### src/sv/lrsr_pkg.sv
// ----------------------------------------------------------------------------
// lrsr_pkg: shared types and codes for the LR shift-reduce parse engine
// Entry kinds, result status codes, operations and beat layouts.
// ----------------------------------------------------------------------------
`default_nettype none

package lrsr_pkg;

  localparam int SymW     = 3;
  localparam int StateW   = 3;
  localparam int KindW    = 3;
  localparam int TargetW  = 3;
  localparam int OpW      = 2;
  localparam int StatusW  = 3;
  localparam int CountW   = 5;
  localparam int LastW    = 2;
  localparam int InDataW  = 24;
  localparam int OutDataW = 16;

  typedef enum logic [OpW-1:0] {
    OP_ENTRY = 2'd0,
    OP_RULE  = 2'd1,
    OP_PARSE = 2'd2
  } op_e;

  typedef enum logic [KindW-1:0] {
    KIND_EMPTY  = 3'd0,
    KIND_SHIFT  = 3'd1,
    KIND_REDUCE = 3'd2,
    KIND_GOTO   = 3'd3,
    KIND_ACCEPT = 3'd4
  } kind_e;

  typedef enum logic [StatusW-1:0] {
    ST_SHIFTED   = 3'd0,
    ST_ACCEPTED  = 3'd1,
    ST_REJECTED  = 3'd2,
    ST_LOADED    = 3'd3,
    ST_DISCARDED = 3'd4
  } status_e;

  // input beat, lowest field in the lowest bits
  typedef struct packed {
    logic               pad;
    logic [SymW-1:0]    input_symbol;
    logic [2:0]         rule_length;
    logic [SymW-1:0]    rule_head;
    logic [1:0]         rule_index;
    logic [TargetW-1:0] entry_target;
    logic [KindW-1:0]   entry_kind;
    logic [SymW-1:0]    entry_symbol;
    logic [StateW-1:0]  entry_state;
  } in_beat_t;

  typedef struct packed {
    logic [5:0]        pad;
    logic [LastW-1:0]  last_rule;
    logic [CountW-1:0] reduction_count;
    logic [StateW-1:0] top_state;
  } out_beat_t;

  typedef struct packed {
    logic [KindW-1:0]   kind;
    logic [TargetW-1:0] target;
  } act_entry_t;

  typedef struct packed {
    logic [SymW-1:0] head;
    logic [2:0]      len;
  } rule_entry_t;

  localparam int ActEntryW  = $bits(act_entry_t);
  localparam int RuleEntryW = $bits(rule_entry_t);

endpackage

`default_nettype wire

### src/sv/lrsr_ram.sv
// ----------------------------------------------------------------------------
// lrsr_ram: generic single-write, single-read RAM
// One write port, one read port with registered read data.
// ----------------------------------------------------------------------------
`default_nettype none

module lrsr_ram #(
  parameter int Width = 8,
  parameter int Depth = 16
) (
  input  wire logic                                      clk_i,
  input  wire logic                                      we_i,
  input  wire logic [((Depth > 1) ? $clog2(Depth) : 1)-1:0] waddr_i,
  input  wire logic [Width-1:0]                          wdata_i,
  input  wire logic [((Depth > 1) ? $clog2(Depth) : 1)-1:0] raddr_i,
  output logic      [Width-1:0]                          rdata_o
);

  logic [Width-1:0] mem_q [Depth];

  always_ff @(posedge clk_i) begin
    if (we_i) begin
      mem_q[waddr_i] <= wdata_i;
    end
    rdata_o <= mem_q[raddr_i];
  end

endmodule

`default_nettype wire

### src/sv/lr_shift_reduce_parse_engine_unit.sv
// ----------------------------------------------------------------------------
// lr_shift_reduce_parse_engine_unit: table-driven LR shift-reduce recognizer
// Loadable action/goto and rule tables, state stack in RAM, small sequencer.
// ----------------------------------------------------------------------------
// Usage:
//   s_axis carries one command per beat: tuser is the operation (write table
//   entry, write rule, parse one symbol), tdata the entry, rule and symbol
//   fields. m_axis returns exactly one result beat per command: tuser is the
//   status, tdata the top state, reduction count and last rule.
//   cfg_we_i/cfg_wdata_i set the end-marker symbol; write only while idle.
// Timing:
//   Table writes, rule writes, discarded and out-of-range symbols finish in
//   the accept cycle. A parsed symbol reads its action entry; each
//   reduction then walks action read, rule read, stack read and goto read
//   in turn. The result is registered in the output register in the cycle
//   after the last step.
// Reset:
//   The stack holds the start state 0 and draining is off. The action table
//   is then swept to empty, one entry per cycle (all NUM_STATES*NUM_SYMBOLS
//   entries), with s_axis_tready low. Rules are undefined until written.
// Stall:
//   A result waits in the output register; a new command is taken in the
//   cycle the pending result is taken, otherwise s_axis_tready stays low.
// ----------------------------------------------------------------------------
`default_nettype none

module lr_shift_reduce_parse_engine_unit #(
  parameter int NUM_STATES     = 8,
  parameter int NUM_SYMBOLS    = 8,
  parameter int NUM_RULES      = 4,
  parameter int STACK_DEPTH    = 64,
  parameter int MAX_REDUCTIONS = 16
) (
  input  wire logic                          clk_i,
  input  wire logic                          rst_ni,
  input  wire logic                          cfg_we_i,
  input  wire logic [lrsr_pkg::SymW-1:0]     cfg_wdata_i,   // end_symbol
  input  wire logic                          s_axis_tvalid,
  output logic                               s_axis_tready,
  // entry_state, entry_symbol, entry_kind, entry_target, rule_index,
  // rule_head, rule_length, input_symbol, zero pad
  input  wire logic [lrsr_pkg::InDataW-1:0]  s_axis_tdata,
  input  wire logic [lrsr_pkg::OpW-1:0]      s_axis_tuser,  // operation
  output logic                               m_axis_tvalid,
  input  wire logic                          m_axis_tready,
  // top_state, reduction_count, last_rule, zero pad
  output logic [lrsr_pkg::OutDataW-1:0]      m_axis_tdata,
  output logic [lrsr_pkg::StatusW-1:0]       m_axis_tuser   // status
);

  localparam int ActDepth = NUM_STATES * NUM_SYMBOLS;
  localparam int AW  = $clog2(ActDepth);
  localparam int RW  = (NUM_RULES > 1) ? $clog2(NUM_RULES) : 1;
  localparam int SAW = $clog2(STACK_DEPTH);
  localparam int LW  = $clog2(STACK_DEPTH + 1);
  localparam int CW  = $clog2(MAX_REDUCTIONS + 1);

  typedef enum logic [2:0] {
    S_CLEAR,
    S_IDLE,
    S_ACT,
    S_RULE,
    S_BELOW,
    S_GOTO
  } seq_e;

  function automatic logic [AW-1:0] act_addr(input logic [lrsr_pkg::StateW-1:0] st,
                                             input logic [lrsr_pkg::SymW-1:0] sy);
    logic [31:0] full;
    full = 32'(st) * NUM_SYMBOLS + 32'(sy);
    return full[AW-1:0];
  endfunction

  seq_e                              state_q, state_d;
  logic [AW-1:0]                     clr_q, clr_d;
  logic [LW-1:0]                     level_q, level_d;
  logic [lrsr_pkg::StateW-1:0]       top_q, top_d;
  logic                              draining_q, draining_d;
  logic [lrsr_pkg::SymW-1:0]         sym_q, sym_d, end_q;
  logic [lrsr_pkg::SymW-1:0]         head_q, head_d;
  logic [lrsr_pkg::TargetW-1:0]      cand_q, cand_d, rule_q, rule_d;
  logic [CW-1:0]                     cnt_q, cnt_d;
  logic [CW+4:0]                     cnt_ext;
  logic                              out_valid_q, out_valid_d;
  lrsr_pkg::status_e                 out_status_q, out_status_d;
  lrsr_pkg::out_beat_t               out_beat_q, out_beat_d;

  lrsr_pkg::in_beat_t                in_beat;
  lrsr_pkg::op_e                     in_op;
  logic                              accept;
  logic                              is_end;
  logic [lrsr_pkg::SymW-1:0]         cur_sym;
  logic                              fin;
  lrsr_pkg::status_e                 fin_st;
  logic [lrsr_pkg::StateW-1:0]       below;
  logic [LW-1:0]                     lvl_pop, lvl_below;

  logic                              act_we;
  logic [AW-1:0]                     act_waddr, act_raddr;
  lrsr_pkg::act_entry_t              act_wdata, act_rd;
  logic [lrsr_pkg::ActEntryW-1:0]    act_rdata;
  logic                              rule_we;
  logic [RW-1:0]                     rule_waddr, rule_raddr;
  lrsr_pkg::rule_entry_t             rule_wdata, rule_rd;
  logic [lrsr_pkg::RuleEntryW-1:0]   rule_rdata;
  logic                              stk_we;
  logic [SAW-1:0]                    stk_waddr, stk_raddr;
  logic [lrsr_pkg::StateW-1:0]       stk_wdata, stk_rdata;

  assign in_beat = lrsr_pkg::in_beat_t'(s_axis_tdata);
  assign in_op   = lrsr_pkg::op_e'(s_axis_tuser);
  assign s_axis_tready = (state_q == S_IDLE) && (!out_valid_q || m_axis_tready);
  assign accept  = s_axis_tvalid && s_axis_tready;
  assign cur_sym = (state_q == S_IDLE) ? in_beat.input_symbol : sym_q;
  assign is_end  = (cur_sym == end_q);

  assign act_rd    = lrsr_pkg::act_entry_t'(act_rdata);
  assign rule_rd   = lrsr_pkg::rule_entry_t'(rule_rdata);
  assign lvl_pop   = level_q - LW'(rule_rd.len);
  assign lvl_below = lvl_pop - LW'(1);
  // bottom of the stack is always the start state
  assign below     = (level_q == LW'(1)) ? '0 : stk_rdata;

  assign rule_waddr = RW'(32'(in_beat.rule_index));
  assign rule_wdata = '{head: in_beat.rule_head, len: in_beat.rule_length};

  always_comb begin
    state_d      = state_q;
    clr_d        = clr_q;
    level_d      = level_q;
    top_d        = top_q;
    draining_d   = draining_q;
    sym_d        = sym_q;
    head_d       = head_q;
    cand_d       = cand_q;
    rule_d       = rule_q;
    cnt_d        = cnt_q;
    out_valid_d  = out_valid_q && !m_axis_tready;
    out_status_d = out_status_q;
    out_beat_d   = out_beat_q;
    act_we       = 1'b0;
    act_waddr    = act_addr(in_beat.entry_state, in_beat.entry_symbol);
    act_wdata    = '{kind: in_beat.entry_kind, target: in_beat.entry_target};
    act_raddr    = act_addr(top_q, sym_q);
    rule_we      = 1'b0;
    rule_raddr   = RW'(32'(act_rd.target));
    stk_we       = 1'b0;
    stk_waddr    = level_q[SAW-1:0];
    stk_wdata    = act_rd.target;
    stk_raddr    = lvl_below[SAW-1:0];
    fin          = 1'b0;
    fin_st       = lrsr_pkg::ST_LOADED;

    case (state_q)
      S_CLEAR: begin
        act_we    = 1'b1;
        act_waddr = clr_q;
        act_wdata = '0;
        if (clr_q == AW'(ActDepth - 1)) begin
          state_d = S_IDLE;
        end else begin
          clr_d = clr_q + AW'(1);
        end
      end
      S_IDLE: begin
        if (accept) begin
          cnt_d = '0;
          rule_d = '0;
          sym_d = in_beat.input_symbol;
          case (in_op)
            lrsr_pkg::OP_ENTRY: begin
              act_we = (32'(in_beat.entry_state) < NUM_STATES) &&
                       (32'(in_beat.entry_symbol) < NUM_SYMBOLS);
              fin = 1'b1;
            end
            lrsr_pkg::OP_RULE: begin
              rule_we = 32'(in_beat.rule_index) < NUM_RULES;
              fin = 1'b1;
            end
            lrsr_pkg::OP_PARSE: begin
              if (draining_q) begin
                fin = 1'b1;
                fin_st = lrsr_pkg::ST_DISCARDED;
              end else if (32'(in_beat.input_symbol) >= NUM_SYMBOLS) begin
                fin = 1'b1;
                fin_st = lrsr_pkg::ST_REJECTED;
              end else begin
                act_raddr = act_addr(top_q, in_beat.input_symbol);
                state_d = S_ACT;
              end
            end
            default: begin
              fin = 1'b1;
            end
          endcase
        end
      end
      S_ACT: begin
        case (lrsr_pkg::kind_e'(act_rd.kind))
          lrsr_pkg::KIND_SHIFT: begin
            fin = 1'b1;
            if (32'(act_rd.target) >= NUM_STATES || 32'(level_q) >= STACK_DEPTH) begin
              fin_st = lrsr_pkg::ST_REJECTED;
            end else begin
              fin_st  = lrsr_pkg::ST_SHIFTED;
              stk_we  = 1'b1;
              level_d = level_q + LW'(1);
              top_d   = act_rd.target;
            end
          end
          lrsr_pkg::KIND_ACCEPT: begin
            fin = 1'b1;
            fin_st = lrsr_pkg::ST_ACCEPTED;
          end
          lrsr_pkg::KIND_REDUCE: begin
            if (cnt_q >= CW'(MAX_REDUCTIONS) || 32'(act_rd.target) >= NUM_RULES) begin
              fin = 1'b1;
              fin_st = lrsr_pkg::ST_REJECTED;
            end else begin
              cand_d = act_rd.target;
              state_d = S_RULE;
            end
          end
          default: begin
            fin = 1'b1;
            fin_st = lrsr_pkg::ST_REJECTED;
          end
        endcase
      end
      S_RULE: begin
        if (32'(rule_rd.head) >= NUM_SYMBOLS || 32'(rule_rd.len) >= 32'(level_q)) begin
          fin = 1'b1;
          fin_st = lrsr_pkg::ST_REJECTED;
        end else begin
          level_d = lvl_pop;
          cnt_d   = cnt_q + CW'(1);
          rule_d  = cand_q;
          head_d  = rule_rd.head;
          state_d = S_BELOW;
        end
      end
      S_BELOW: begin
        top_d     = below;
        act_raddr = act_addr(below, head_q);
        state_d   = S_GOTO;
      end
      S_GOTO: begin
        if (lrsr_pkg::kind_e'(act_rd.kind) != lrsr_pkg::KIND_GOTO ||
            32'(act_rd.target) >= NUM_STATES) begin
          fin = 1'b1;
          fin_st = lrsr_pkg::ST_REJECTED;
        end else begin
          stk_we    = 1'b1;
          level_d   = level_q + LW'(1);
          top_d     = act_rd.target;
          act_raddr = act_addr(act_rd.target, sym_q);
          state_d   = S_ACT;
        end
      end
      default: begin
        state_d = S_IDLE;
      end
    endcase

    if (fin) begin
      state_d = S_IDLE;
      if (fin_st == lrsr_pkg::ST_DISCARDED) begin
        if (is_end) begin
          draining_d = 1'b0;
          level_d    = LW'(1);
          top_d      = '0;
        end
      end else if (fin_st != lrsr_pkg::ST_LOADED) begin
        if (fin_st == lrsr_pkg::ST_ACCEPTED || is_end) begin
          level_d = LW'(1);
          top_d   = '0;
        end else if (fin_st == lrsr_pkg::ST_REJECTED) begin
          draining_d = 1'b1;
        end
      end
      out_valid_d  = 1'b1;
      out_status_d = fin_st;
      out_beat_d.pad             = '0;
      out_beat_d.top_state       = top_d;
      out_beat_d.reduction_count = cnt_ext[lrsr_pkg::CountW-1:0];
      out_beat_d.last_rule       = rule_d[lrsr_pkg::LastW-1:0];
    end
  end

  assign cnt_ext = {5'b0, cnt_d};

  always_ff @(posedge clk_i or negedge rst_ni) begin
    if (!rst_ni) begin
      state_q     <= S_CLEAR;
      clr_q       <= '0;
      level_q     <= LW'(1);
      top_q       <= '0;
      draining_q  <= 1'b0;
      end_q       <= lrsr_pkg::SymW'(2);
      out_valid_q <= 1'b0;
    end else begin
      state_q     <= state_d;
      clr_q       <= clr_d;
      level_q     <= level_d;
      top_q       <= top_d;
      draining_q  <= draining_d;
      out_valid_q <= out_valid_d;
      if (cfg_we_i) begin
        end_q <= cfg_wdata_i;
      end
    end
  end

  always_ff @(posedge clk_i) begin
    sym_q        <= sym_d;
    head_q       <= head_d;
    cand_q       <= cand_d;
    rule_q       <= rule_d;
    cnt_q        <= cnt_d;
    out_status_q <= out_status_d;
    out_beat_q   <= out_beat_d;
  end

  assign m_axis_tvalid = out_valid_q;
  assign m_axis_tuser  = out_status_q;
  assign m_axis_tdata  = out_beat_q;

  lrsr_ram #(
    .Width(lrsr_pkg::ActEntryW),
    .Depth(ActDepth)
  ) u_act_ram (
    .clk_i  (clk_i),
    .we_i   (act_we),
    .waddr_i(act_waddr),
    .wdata_i(act_wdata),
    .raddr_i(act_raddr),
    .rdata_o(act_rdata)
  );

  lrsr_ram #(
    .Width(lrsr_pkg::RuleEntryW),
    .Depth(NUM_RULES)
  ) u_rule_ram (
    .clk_i  (clk_i),
    .we_i   (rule_we),
    .waddr_i(rule_waddr),
    .wdata_i(rule_wdata),
    .raddr_i(rule_raddr),
    .rdata_o(rule_rdata)
  );

  lrsr_ram #(
    .Width(lrsr_pkg::StateW),
    .Depth(STACK_DEPTH)
  ) u_stack_ram (
    .clk_i  (clk_i),
    .we_i   (stk_we),
    .waddr_i(stk_waddr),
    .wdata_i(stk_wdata),
    .raddr_i(stk_raddr),
    .rdata_o(stk_rdata)
  );

  // only the start state sits alone on the stack
  a_bottom_state: assert property (@(posedge clk_i) disable iff (!rst_ni)
    (state_q == S_IDLE && level_q == LW'(1)) |-> (top_q == '0))
    else $error("single-entry stack with nonzero top state");

  a_drain_discards: assert property (@(posedge clk_i) disable iff (!rst_ni)
    (accept && draining_q && in_op == lrsr_pkg::OP_PARSE) |=>
      (m_axis_tvalid && m_axis_tuser == lrsr_pkg::ST_DISCARDED))
    else $error("symbol while draining not discarded");

  a_load_status: assert property (@(posedge clk_i) disable iff (!rst_ni)
    (accept && in_op != lrsr_pkg::OP_PARSE) |=>
      (m_axis_tvalid && m_axis_tuser == lrsr_pkg::ST_LOADED &&
       m_axis_tdata[lrsr_pkg::StateW +: lrsr_pkg::CountW] == '0))
    else $error("load beat without loaded status");

endmodule

`default_nettype wire
### config.mk
export PLATFORM = sky130hd
export DESIGN_NAME = lr_shift_reduce_parse_engine_unit
export DESIGN_NICKNAME = d
export VERILOG_FILES = /design/src/sv/lrsr_pkg.sv /design/src/sv/lrsr_ram.sv /design/src/sv/lr_shift_reduce_parse_engine_unit.sv
export SDC_FILE = /design/constraint.sdc
export NUM_CORES = 1
export LEC_CHECK = 0
export BUFFER_PORTS_ARGS = -buffer_cell sky130_fd_sc_hd__buf_2
export CAP_MARGIN = 40
export CORE_MARGIN = 2
export CORE_UTILIZATION = 55
export DETAILED_ROUTE_END_ITERATION = 12
export GPL_ROUTABILITY_DRIVEN = 0
export PLACE_DENSITY = 0.78
export SYNTH_ARGS = -nofsm -noshare
export SYNTH_HDL_FRONTEND = slang
export SYNTH_SLANG_ARGS = --single-unit
### constraint.sdc
create_clock -name clk_i -period 7.76 [get_ports clk_i]
set_input_delay 0.776 -clock clk_i [delete_from_list [all_inputs] [get_ports clk_i]]
set_output_delay 0.776 -clock clk_i [all_outputs]
set_load 0.01 [all_outputs]
==> results.txt, run 1 <==
The run finished with clean final reports. Once detail routing completed, the nets flagged for antenna violations numbered 0. The number of different library cells in the post-synthesis netlist is 79.

Of the total power, the share spent switching nets is 35.01%. The floorplan step defined a die boundary enclosing 51930 µm². Leaving out fill and tap cells, the most frequent cell in the layout is sky130_fd_sc_hd__edfxtp_1.

The largest individual stage delay along the critical path comes from the cell sky130_fd_sc_hd__or4_1. The wire length of the first global-routing pass is 90540 µm. The average routed wire per standard cell came out at 23.31 µm. The tightest hold path in the finished design has a slack of 0.1807 ns.

Once the clock tree was built, the setup fixing pass inserted 0 buffers. The worst supply voltage drop on vdd came out at 0.0006169 V. The total global routing track utilization is 22.65%. The share of synthesized registers carrying an async set or reset is 3.598%.

The initial antenna violation count came out at 0. The smallest clock period supported by the final layout is computed as 4.353 ns. The site row count is 82.

The arrival time of data at the critical path endpoint came out at 4.79 ns. The met3 usage in global routing is 3.513%. The first detailed-routing pass took 8 iterations. TritonCTS built the clock tree. The die width came out at 227.9 µm. The sequential power share is 36.1%. The internal power of the cells totals 8.490 mW. Dividing the detail-routed via count by the number of cells gives 6.162.

The net count reported at finish is 1849. The largest stage delay on the critical path came out at 0.73 ns. The number of setup violations in the final report is 0. The number of instances in the placed design came out at 2408. The overall power consumption is 13.06 mW. The critical path goes through or4_1 -> o211ai_4 -> nand3_4 -> buf_4 -> mux2i_1 -> mux2i_1 -> a2111o_1 -> o211ai_2 -> o211ai_1. The sum of net half-perimeters after detailed placement is 35890 µm. The number of sinks driven by the clock tree came out at 667. Clock-pin slew was measured on the worst setup and hold paths at 0.06 ns. The data required time at the worst endpoint is 8.20 ns. For the pin with the worst max-slew slack, the measured transition is 0.8973 ns.

Before CTS, the worst setup slack after placement is 3.503 ns. The number of H-tree levels is 3. The area added between synthesis and finish is 11.71%.

The maximum number of pins on one net before global-route repair came out at 117. The count of buffers added on input and output ports is 47. For this run the aggregate overflow at the end of global routing stands at 0.

The setup clock skew after layout is 0.01540 ns. The routed layout has 15591 vias. The number of global-route vias before repair is 15682. The buffer depth of the longest clock path is 3. The flop and latch count out of synthesis is 667.

The relative contribution of the clock network to total power came out at 24.9%. The core region is 49860 µm². The number of top-level pins is 55. The die extent in y came out at 227.9 µm.

The clock latency at the later pin of the worst-skew pair came out at 0.59 ns. The synthesized netlist occupies a cell area of 27570 µm². The count of final max-slew check failures is 0. The met1 usage in global routing is 30.77%. Setup repair after global routing left no endpoint under its margin. The kind of end point of the critical path is a flop. The average footprint of a synthesized cell is 15.78 µm². The starting density of the core is 55.29%.

The repair_antennas step left the layout with diodes totalling 0. The proportion of power drawn by combinational gates is 39.0%. The busiest metal layer after global routing is met2. Setup slack on the critical path of the routed design comes to 3.407 ns. The worst hold path belongs to the class in -> async. The post-synthesis sequential area ratio came out at 71.43%.

Dividing total power by cell area gives a power density of 424.2 nW/µm². The startpoint type of the worst setup path is a flop. After technology mapping, the gate count stands at 1747.

The number of DRC violations after detailed routing came out at 0. For the final routed database, the setup TNS stands at 0 ns. Summed over all layers, the routed wires come to 58980 µm.

The post-cts resize count came out at 0. Among the stages of the critical path, the cell type that occurs most often is sky130_fd_sc_hd__mux2i_1. Derived from the worst setup path, the maximum achievable clock frequency is 229.7 MHz. The tree is rooted in a sky130_fd_sc_hd__clkbuf_16. The post-cts hold buffer count came out at 0.

The maximum fanout count along the critical path is 54. The final cell count without fillers came out at 2530. The count of maximum capacitance violations is 0.

The share of the clock period used by the worst path after layout came out at 56.09%. The flip-flop cell with the highest count after synthesis is sky130_fd_sc_hd__edfxtp_1. Yosys printed 0 warnings. The critical setup path kind is reg -> reg. The top cell types in the final layout, fill and taps aside, are sky130_fd_sc_hd__edfxtp_1, sky130_fd_sc_hd__nor2_1, sky130_fd_sc_hd__nand2_1. The final count of hold timing violations came out at 0. The fraction of met2 tracks used by global routing is 37.80%. The net switching power of the design came out at 4.574 mW. The number of buffers added by the clock tree synthesis step came out at 67. For this design the static power due to leakage is 10.29 nW. The number of design-rule violations left by the first detailed-router iteration is 1681.

The worst max-slew margin expressed relative to the limit came out at 39.63%. Cells with a size suffix above 1 make up 16.42% of the layout. The number of synthesized flops with an enable pin is 621.
[synth_stat cells (18+ instances only)]
library cell	instances	share of area, %
sky130_fd_sc_hd__mux2i_1	140	5.1
sky130_fd_sc_hd__dfxtp_1	22	1.6
sky130_fd_sc_hd__a21oi_1	35	0.64
sky130_fd_sc_hd__nand3_1	39	0.71
sky130_fd_sc_hd__inv_1	18	0.25
sky130_fd_sc_hd__mux4_2	72	5.9
sky130_fd_sc_hd__clkbuf_1	39	0.53
sky130_fd_sc_hd__buf_2	25	0.45
sky130_fd_sc_hd__edfxtp_1	621	68
sky130_fd_sc_hd__mux2_2	23	0.94
sky130_fd_sc_hd__nand2_1	153	2.1
sky130_fd_sc_hd__o21ai_0	32	0.58
sky130_fd_sc_hd__nor2_1	208	2.8
sky130_fd_sc_hd__dfrtp_1	22	2.0
[sequential cells by signal (all words and copies together), names as in the netlist, 2 cells and up]
register             cells
clr_q                    6
level_q                  7
state_q                  3
sym_q                    3
m_axis_tuser             3
u_act_ram.mem_q        384
cnt_q                    5
u_rule_ram.rdata_o       6
u_act_ram.rdata_o        6
u_rule_ram.mem_q        24
head_q                   3
rule_q                   2
m_axis_tdata            10
cand_q                   2
end_q                    3
u_stack_ram.mem_q      192
u_stack_ram.rdata_o      3
top_q                    3
[routing by layer]
layer | part of all wire (%) | routed length (µm) | vias up
met5 | 0 | 0 | -
met1 | 39 | 23150 | 7788
met4 | 2.7 | 1579 | 0
li1 | - | - | 6877
met2 | 50 | 29290 | 796
met3 | 8.4 | 4965 | 130
[worst max-delay path: cells and delay by family (launching register included)]
kind                   cells  cell delay, ns
flip-flops                 1            0.63
multiplexers               2            0.37
buffers and inverters      1            0.59
AO/OA/AOI/OAI              4            1.19
AND/OR/NAND/NOR            2            1.35
[cell families (layout without fill, tap and decap cells)]
| logic type | count (synthesis) | after routing | share of synthesized area (%) |
|---|---|---|---|
| muxes | 235 | 235 | 11.90 |
| adders and majority gates | 10 | 10 | 0.4811 |
| xor gates and xnor gates | 18 | 18 | 0.5719 |
| buffers and inverters | 109 | 215 | 1.897 |
| AOI/OAI and AO/OA | 204 | 204 | 5.524 |
| other | 1 | 6 | 0.01360 |
| and+or+nand+nor | 503 | 503 | 8.179 |
| DFF | 667 | 667 | 71.43 |
[power by group through the flow]
stage               clock network, mW  logic [mW]  registers (mW)
global route                     3.40        5.42            4.74
global placement                    0        4.77            4.79
detailed placement                  0        5.04            4.79
floorplan                           0        3.54            4.78
finish                           3.25        5.09            4.72
CTS                              3.28        5.09            4.72
[metrics by stage]
stage / utilization (%) / area (µm²)
6_report: 61.76 / 30800
3_3_place_gp: 57.01 / 28430
4_1_cts: 61.76 / 30800
5_1_grt: 61.76 / 30800
3_5_place_dp: 57.31 / 28580
2_1_floorplan: - / 27590
[final cells by class]
type / count / area, µm²
Sequential cell: 667 / 19700
Fill cell: 3528 / 19070
Multi-Input combinational cell: 976 / 7448
Clock buffer: 85 / 1827
Tap cell: 672 / 840.8
Timing Repair Buffer: 75 / 526.8
Clock inverter: 37 / 390.4
Inverter: 18 / 67.56
[path summary, 6_finish.rpt]
kind	from	endpoint	slack [ns]	depth (start not counted)
setup / recovery	level_q[5]$_DFF_PN0_	u_act_ram.rdata_o[1]$_DFF_P_	3.41	9
hold / removal	rst_ni	clr_q[4]$_DFFE_PN0P_	0.18	1
setup reg to reg	level_q[5]$_DFF_PN0_	u_act_ram.rdata_o[1]$_DFF_P_	3.41	9
hold reg to reg	u_rule_ram.rdata_o[3]$_DFF_P_	head_q[0]$_DFFE_PP_	0.42	0
max in group asynchronous	rst_ni	level_q[4]$_DFF_PN0_	7.18	1
min in group clk_i	s_axis_tdata[22]	sym_q[2]$_DFFE_PP_	0.37	1
(Power assumes the default switching activity.)
==> run 2: changes to the inputs <==
Settings changed: PLACE_DENSITY 0.78 to 0.81.
Clock period 7.76 ns to 3.5 ns, I/O delays scaled along.
==> run 2 against run 1 <==
Against the previous run:
- maximum frequency increased by 30%
- largest power group unchanged
- total power is 120% higher
- combinational power grew 130%
- sequential power increased by 120%
- critical endpoint is now u_act_ram.mem_q[3][0]$_DFFE_PP_
- worst setup slack worse by 3.3 ns
==> results.txt, run 2 (synthesis gave the netlist of run 1 again) <==
The leading cell type in the layout, fill and taps excluded is sky130_fd_sc_hd__edfxtp_1. The sequential power share came out at 36.0% (about the same). The worst setup path is of the reg -> reg kind. The pin slew with the least headroom to its limit is 0.8772 ns (-0.02015 ns). The average routed wire per standard cell is 23.06 µm (-1.1%). The maximum number of pins on one net before global-route repair is 73 (-38%). The length of the first detailed-routing pass in iterations is 5 (-3). The count of maximum capacitance violations came out at 0 (unchanged). The clock slew seen by the registers of the worst setup and hold paths is 0.06 ns (about the same). In the final layout, the registers with the most flip-flops are u_act_ram.mem_q (384), u_stack_ram.mem_q (192), u_rule_ram.mem_q (24).

The sum of negative setup slack is 0 ns (unchanged). The number of design-rule violations left by the first detailed-router iteration is 1918 (+14%). The worst supply voltage drop on vdd is 0.001185 V (+92%).

Clock tree synthesis selected as its root buffer the cell sky130_fd_sc_hd__clkbuf_16. The residual overflow from global routing came to 0 (unchanged). Leaving out fill and tap cells, the most frequent cells in the layout are sky130_fd_sc_hd__edfxtp_1, sky130_fd_sc_hd__nor2_1, sky130_fd_sc_hd__nand2_1. The arrival time of data at the critical path endpoint is 3.63 ns (-1.16 ns). The clock latency at the later pin of the worst-skew pair came out at 0.65 ns (+0.06 ns). The proportion of layout cells with a drive suffix above 1 came to 20.06% (+3.6 points). The area added between synthesis and finish is 14.48%.

The total global routing track utilization is 23.19% (+0.55 points). The buffer depth of the longest clock path is 3 (unchanged). The area of the multi-input gates came out at 7472 µm² (+0.32%). The number of top-level pins is 55 (unchanged). The cell area reported after detailed placement came out at 29320 µm² (+2.6%). The number of antenna diodes is 0 (unchanged).

STA classifies the critical path startpoint as a flop. The site row count is 82 (unchanged). The starting density of the core is 55.29% (unchanged). The setup clock skew after layout is 0.04867 ns (+0.03326 ns).

The count of final max-slew check failures came to 0 (unchanged). The maximum fanout count along the critical path is 19 (-65%). The number of sinks driven by the clock tree is 667 (unchanged). The proportion of power drawn by combinational gates is 40.6% (+1.6 points). The worst hold path belongs to the class in -> reg. The number of buffers added by the clock tree synthesis step came out at 61 (-9.0%).

The number of vias per cell is 6.110 (-0.85%). The number of flip-flops under the largest register name is 384 (unchanged). The kind of end point of the critical path is a flop. The number of H-tree levels came out at 2 (-1).

The final standard cell area without fillers came out at 31560 µm² (+2.5%). The reported leakage power came out at 10.76 nW (+4.6%). The via count of the routed design is 16106 (+3.3%). The standard cell core area is 49860 µm² (unchanged). The count of input and output buffers was 47 (unchanged). The CTS tree is built. The top achievable clock speed is 297.7 MHz (+30%). The run finished with clean final reports. The internal portion of total power is 18.79 mW (+120%). The sum of net half-perimeters after detailed placement came out at 38250 µm (+6.6%). The net count reported at finish is 1956 (+5.8%).

The wire length of the first global-routing pass came out at 93240 µm (+3.0%). The number of global-route vias before repair is 16417 (+4.7%). The register with the most flip-flops in the final layout is u_act_ram.mem_q. Setup repair after global routing left no endpoint under its margin. The number of setup violations in the final report came out at 0 (unchanged). The wire length after detailed routing is 60780 µm (+3.0%). The total die area is 51930 µm² (unchanged). The net switching fraction of the power is 34.72% (-0.29 points). The final count of hold timing violations came out at 0 (unchanged). The register area was 19700 µm² (unchanged). The worst max-slew margin expressed relative to the limit is 40.90% (+1.3 points). The number of DRC violations after detailed routing is 0 (unchanged). The number of filler instances in the final layout is 3376 (-4.3%). The die extent in y came to 227.9 µm (unchanged).

The power per unit of standard cell area came out at 912.0 nW/µm² (+110%). The remaining antenna violation count is 0 (unchanged). The relative contribution of the clock network to total power came out at 23.4% (-1.5 points). The die width was 227.9 µm (unchanged). The data required time at the worst endpoint is 3.77 ns (-4.43 ns). The initial antenna violation count came out at 1 (+1).

The share of the clock period used by the worst path after layout was 95.96% (+40 points). The clock period minus worst slack came out at 3.359 ns (-0.9942 ns). The net switching power of the design came out at 9.993 mW (+120%).
==> run 2: repair_timing <==
| item | CTS | global route |
|---|---|---|
| endpoints found under the hold margin | 52 | 0 |
| setup buffers | 0 | 0 |
| gates resized for setup | 0 | 5 |
| hold buffers | 16 | 0 |
| endpoints found under the setup margin | 0 | 16 |
==> run 2: layer usage <==
| layer | global-route usage [%] | wire [µm] | vias to the layer above |
|---|---|---|---|
| li1 | - | - | 7074 |
| met1 | 30.57 | 23530 | 8056 |
| met2 | 38.89 | 30310 | 836 |
| met3 | 3.975 | 4931 | 140 |
| met4 | 8.987 | 2018 | 0 |
| met5 | 0 | 0 | - |
==> run 2: area by class of cell <==
cell class                      count  share of cell area [%]
Multi-Input combinational cell    976                   23.68
Inverter                           18                  0.2141
Tap cell                          672                   2.664
Clock buffer                       87                   5.404
Timing Repair Buffer              188                   4.583
Sequential cell                   667                   62.40
Clock inverter                     28                   1.055
==> run 2: final timing paths <==
kind | start | end | slack [ns] | cells past startpoint
max | state_q[2]$_DFFE_PN0P_ | u_act_ram.mem_q[3][0]$_DFFE_PP_ | 0.14 | 6
min | s_axis_tdata[13] | u_rule_ram.mem_q[1][1]$_DFFE_PP_ | 0.16 | 2
max reg2reg | state_q[2]$_DFFE_PN0P_ | u_act_ram.mem_q[3][0]$_DFFE_PP_ | 0.14 | 6
min reg2reg | u_rule_ram.rdata_o[5]$_DFF_P_ | head_q[2]$_DFFE_PP_ | 0.41 | 0
max in group asynchronous | rst_ni | end_q[2]$_DFFE_PN0P_ | 2.79 | 2
min in group asynchronous | rst_ni | top_q[0]$_DFF_PN0_ | 0.28 | 2
==> run 2: worst max-delay path, stage by stage, from the launching register on <==
cell	delay, ns
sky130_fd_sc_hd__dfrtp_1	0.53
sky130_fd_sc_hd__buf_4	0.24
sky130_fd_sc_hd__or3_1	0.67
sky130_fd_sc_hd__or3_1	0.43
sky130_fd_sc_hd__o31ai_1	0.10
sky130_fd_sc_hd__nand2_1	0.42
sky130_fd_sc_hd__nor2_1	0.58
==> run 2: per-stage QoR <==
stage | setup slack, ns | cells | total power [mW] | utilization (%) | hold WS [ns]
after CTS | 0.08181 | 2635 | 28.72 | 63.21 | 0.1466
after global placement | 0.1577 | 2500 | 21.54 | 58.66 | 0.3921
after detailed placement | 0.08694 | 2504 | 21.97 | 58.80 | 0.3895
after floorplan | 0.3978 | 1752 | 18.45 | - | 0.05441
final | 0.1413 | 2636 | 28.78 | 63.29 | 0.1603
after global routing | 0.05125 | 2636 | 29.98 | 63.29 | 0.1677
==> run 2: power by group through the flow <==
stage | sequential [mW] | combinational (mW) | clock, mW
floorplan | 10.6 | 7.86 | 0
detailed placement | 10.5 | 11.5 | 0
global placement | 10.5 | 11.1 | 0
CTS | 10.3 | 11.6 | 6.78
global route | 10.4 | 12.5 | 7.08
finish | 10.3 | 11.7 | 6.74
==> run 3: changes to the inputs <==
Settings changed: ABC_AREA set to 1, CTS_BUF_LIST set to sky130_fd_sc_hd__clkbuf_8 sky130_fd_sc_hd__clkbuf_16.
==> run 3 against run 2 <==
Against the previous run:
- global-route usage is 2.4 points higher
- clock-buffer cell count shrank 14
- cell count is 32% higher
- die area is 6.2% higher
- via count increased by 31%
- worst setup slack improved by 0.030 ns
- combinational power grew 6%
- sequential share of layout area decreased by 2.1 points
- largest cell class unchanged
- largest power group unchanged
- highest routed layer unchanged
==> results.txt, run 3 <==
The net count reported at finish came to 2799 (+43%). The top cell types in the final layout, fill and taps aside, are sky130_fd_sc_hd__edfxtp_1, sky130_fd_sc_hd__nand3_1, sky130_fd_sc_hd__nand2_1. The pin slew with the least headroom to its limit is 0.8218 ns (-0.05541 ns).

The reg-to-reg setup timing slack came out at 0.17 ns (+0.03 ns). In the synthesized netlist, the cells that appear most often are sky130_fd_sc_hd__edfxtp_1, sky130_fd_sc_hd__nand3_1, sky130_fd_sc_hd__nand2_1. The site row count is 84 (+2.4%). The maximum fanout count along the critical path is 27 (+8). In this run the clock root is driven by a sky130_fd_sc_hd__clkbuf_16. The initial antenna violation count came to 0 (-1). The share of the clock period used by the worst path after layout came to 95.11% (-0.86 points). The destination of the worst hold path is end_q[2]$_DFFE_PN0P_. The compound-cell area share of the yosys netlist is 4.843% (-0.68 points). The worst max-slew margin expressed relative to the limit came to 45.21% (+4.3 points). The count of final max-slew check failures came to 0 (unchanged). The data required time at the worst endpoint came out at 4.02 ns (+0.25 ns). The top achievable clock speed is 300.4 MHz (+0.90%). The remaining antenna violation count came out at 0 (unchanged).

The total global routing track utilization came out at 25.58% (+2.4 points). The startpoint identified for the worst register-to-register timing path is level_q[0]$_DFF_PN1_. The standard cell core area came out at 52660 µm² (+5.6%). The flop and latch count out of synthesis came out at 667 (unchanged).

The slowest stage of the critical path is the sky130_fd_sc_hd__dfstp_2 cell. The number of top-level pins came out at 55 (unchanged). The length of the first detailed-routing pass in iterations came out at 6 (+1). Relative to the synthesized area, the layout overhead comes to 11.51%.

The post-synthesis mux area share came out at 0.07687% (-12 points). The arrival time of data at the critical path endpoint came out at 3.85 ns (+0.22 ns). The number of setup violations in the final report came out at 0 (unchanged).

The number of buffers added by the clock tree synthesis step was 66 (+8.2%). The clock slew seen by the registers of the worst setup and hold paths is 0.06 ns (about the same). The number of synthesized flops with an enable pin is 621 (unchanged).

The reported leakage power is 12.62 nW (+17%). The kind of cell adding the most delay to the critical path is adder cells. The cell depth of the worst min-delay path is 2 (unchanged).

The setup clock skew after layout is 0.02420 ns (-0.02446 ns). The count of maximum capacitance violations came to 0 (unchanged). The cell depth of the worst flop-to-flop path is 16 (+10). The CTS tree is built.

The average routed wire per standard cell came out at 20.54 µm (-11%). The clock period minus worst slack came out at 3.329 ns (-0.03003 ns). The top cell type by total area after synthesis is sky130_fd_sc_hd__edfxtp_1. The starting density of the core is 55.64% (+0.35 points). The worst supply voltage drop on vdd is 0.0009867 V (-17%).

The total die area is 55130 µm² (+6.2%). The number of different library cells in the post-synthesis netlist came to 49 (-38%). The count of input and output buffers was 47 (unchanged). The critical path is of the reg -> reg type. The proportion of layout cells with a drive suffix above 1 is 9.526% (-11 points). By area the synthesized netlist is led by sky130_fd_sc_hd__edfxtp_1, sky130_fd_sc_hd__nand3_1, sky130_fd_sc_hd__nand2_1. The number of filler instances in the final layout came out at 3770 (+12%). The largest stage delay on the critical path came out at 0.58 ns (-0.09 ns). The wire length after detailed routing is 71710 µm (+18%). The die width came out at 234.8 µm (+3.0%). The largest registers in the layout are u_act_ram.mem_q (384), u_stack_ram.mem_q (192), u_rule_ram.mem_q (24). STA classifies the critical path endpoint as a flop. The number of H-tree levels came to 3 (+1). The xor/xnor cell area share of the yosys netlist came out at 0.4185% (-0.15 points). The final count of hold timing violations came out at 0 (unchanged). The wire length of the first global-routing pass is 111000 µm (+19%). The post-synthesis sequential area ratio was 67.21% (-4.2 points). The clock latency at the later pin of the worst-skew pair is 0.61 ns (-0.04 ns). The sum of net half-perimeters after detailed placement came out at 43140 µm (+13%). The number of setup buffers added after CTS is 0 (unchanged). The average footprint of a synthesized cell is 10.85 µm² (-31%).

The number of global-route vias before repair was 20904 (+27%). The class of the most critical hold timing path is in -> reg. Counting stages on the worst path, the most repeated cell is sky130_fd_sc_hd__inv_1. The buffer depth of the longest clock path came out at 3 (unchanged). The via count of the routed design is 21101 (+31%). The number of sinks driven by the clock tree is 667 (unchanged). The residual overflow from global routing is 0 (unchanged). The synthesized cell area came to 29300 µm² (+6.3%). The top cell type's share of synthesized area is 63.65% (-4.0 points). The maximum number of pins on one net before global-route repair came to 157 (+120%).

The most used flip-flop cell after synthesis is sky130_fd_sc_hd__edfxtp_1. Traced cell by cell, the critical path runs through inv_1 -> ha_2 -> inv_1 -> fa_1 -> inv_1 -> ha_1 -> inv_1 -> buf_4 -> o21ai_0 -> o221ai_1 -> o21ai_0 -> nand2_1 -> nand3_1 -> nand2_1 -> nor2_1 -> a21oi_1. The worst setup path is launched from a flop. The launch instance of the worst min-delay path is cfg_we_i. In this run the critical register-to-register path is captured at u_stack_ram.rdata_o[1]$_DFF_P_.

By area, the combinational part of the netlist is dominated by simple AND/OR/NAND/NOR gates. The number of flip-flops under the largest register name was 384 (unchanged). The core occupancy in the finished layout is 62.05% (-1.2 points). The count of buffer and inverter cells on the critical path was 5 (+4).

The run finished with clean final reports. The number of vias per cell is 6.044 (-1.1%). The die extent in y is 234.8 µm (+3.0%).

The register containing the most flip-flops in the final layout is u_act_ram.mem_q. The number of design-rule violations left by the first detailed-router iteration came out at 2782 (+45%). The power per unit of standard cell area was 900.5 nW/µm² (-1.3%). The number of DRC violations after detailed routing came out at 0 (unchanged). The area fraction in and, or, nand and nor cells after synthesis was 20.41% (+12 points). The number of standard cells after synthesis is 2700 (+55%). The count of warnings emitted by yosys is 0 (unchanged). The library cell with the highest instance count after synthesis is sky130_fd_sc_hd__edfxtp_1. The share of synthesized registers carrying an async set or reset was 3.598% (unchanged). The number of antenna diodes is 0 (unchanged). The adder and majority gate portion of the synthesized area came to 0.4527% (-0.028 points). The overall power consumption is 29.42 mW (+2.2%).

Leaving out fill and tap cells, the most frequent cell in the layout is sky130_fd_sc_hd__edfxtp_1.
==> run 3: what timing repair did <==
item | CTS | global route
endpoints found under the hold margin | 52 | 0
hold buffers | 15 | 0
endpoints found under the setup margin | 0 | 192
gates resized for setup | 0 | 19
==> run 3: final cells by class <==
type	instances	area [µm²]	area share [%]
flip-flops and latches	667	19700	60.28
well taps	688	860.8	2.635
inverters	332	1246	3.814
repair buffers	125	985.9	3.018
clock buffers	73	1782	5.453
multi-input cells	1563	7848	24.02
clock inverters	43	254.0	0.7774
==> run 3: routing by layer <==
metal	GRT usage (%)	wire length, µm	vias to the layer above
li1	-	-	9414
met1	31.23	25860	10107
met2	43.33	35200	1302
met3	4.758	6798	278
met4	13.69	3855	0
met5	0	0	-
==> run 3: how the worst max path moves through the flow <==
stage	startpoint	end	slack, ns	cells after the start
finish	level_q[0]$_DFF_PN1_	u_stack_ram.rdata_o[1]$_DFF_P_	0.17	16
global route	state_q[1]$_DFFE_PN0P_	u_act_ram.mem_q[11][2]$_DFFE_PP_	-0.03	8
CTS	state_q[1]$_DFFE_PN0P_	u_act_ram.mem_q[30][1]$_DFFE_PP_	0.19	8
detailed placement	state_q[1]$_DFFE_PN0P_	u_act_ram.mem_q[30][2]$_DFFE_PP_	0.21	8
global placement	state_q[1]$_DFFE_PN0P_	u_act_ram.mem_q[6][2]$_DFFE_PP_	0.31	8
floorplan	state_q[1]$_DFFE_PN0P_	u_act_ram.mem_q[0][0]$_DFFE_PP_	0.62	5
==> run 3: logic make-up after synthesis <==
| family | after synthesis |
|---|---|
| adder cells (fa/ha/maj) | 10 |
| AND/OR/NAND/NOR | 1288 |
| XOR/XNOR | 14 |
| AO/OA/AOI/OAI | 243 |
| other | 1 |
| buffers and inverters | 475 |
| flip-flops | 667 |
| multiplexers | 2 |
==> run 3: power breakdown <==
group,switching (mW),total [mW],internal [mW]
sequential,0.284,10.4,10.1
clock,2.89,6.69,3.80
combinational,8.83,12.4,3.55
total,12.0,29.4,17.4
==> run 3: per-stage QoR <==
stage | hold WS [ns] | TNS (ns) | instance area, µm² | cells | setup slack, ns
floorplan | 0.05441 | 0 | 29320 | 2705 | 0.6192
global placement | 0.3927 | 0 | 30400 | 3355 | 0.3138
detailed placement | 0.3895 | 0 | 30430 | 3359 | 0.2089
CTS | 0.03126 | 0 | 32620 | 3490 | 0.1873
global route | 0.06247 | -0.2617 | 32670 | 3491 | -0.02759
finish | 0.05669 | 0 | 32670 | 3491 | 0.1713
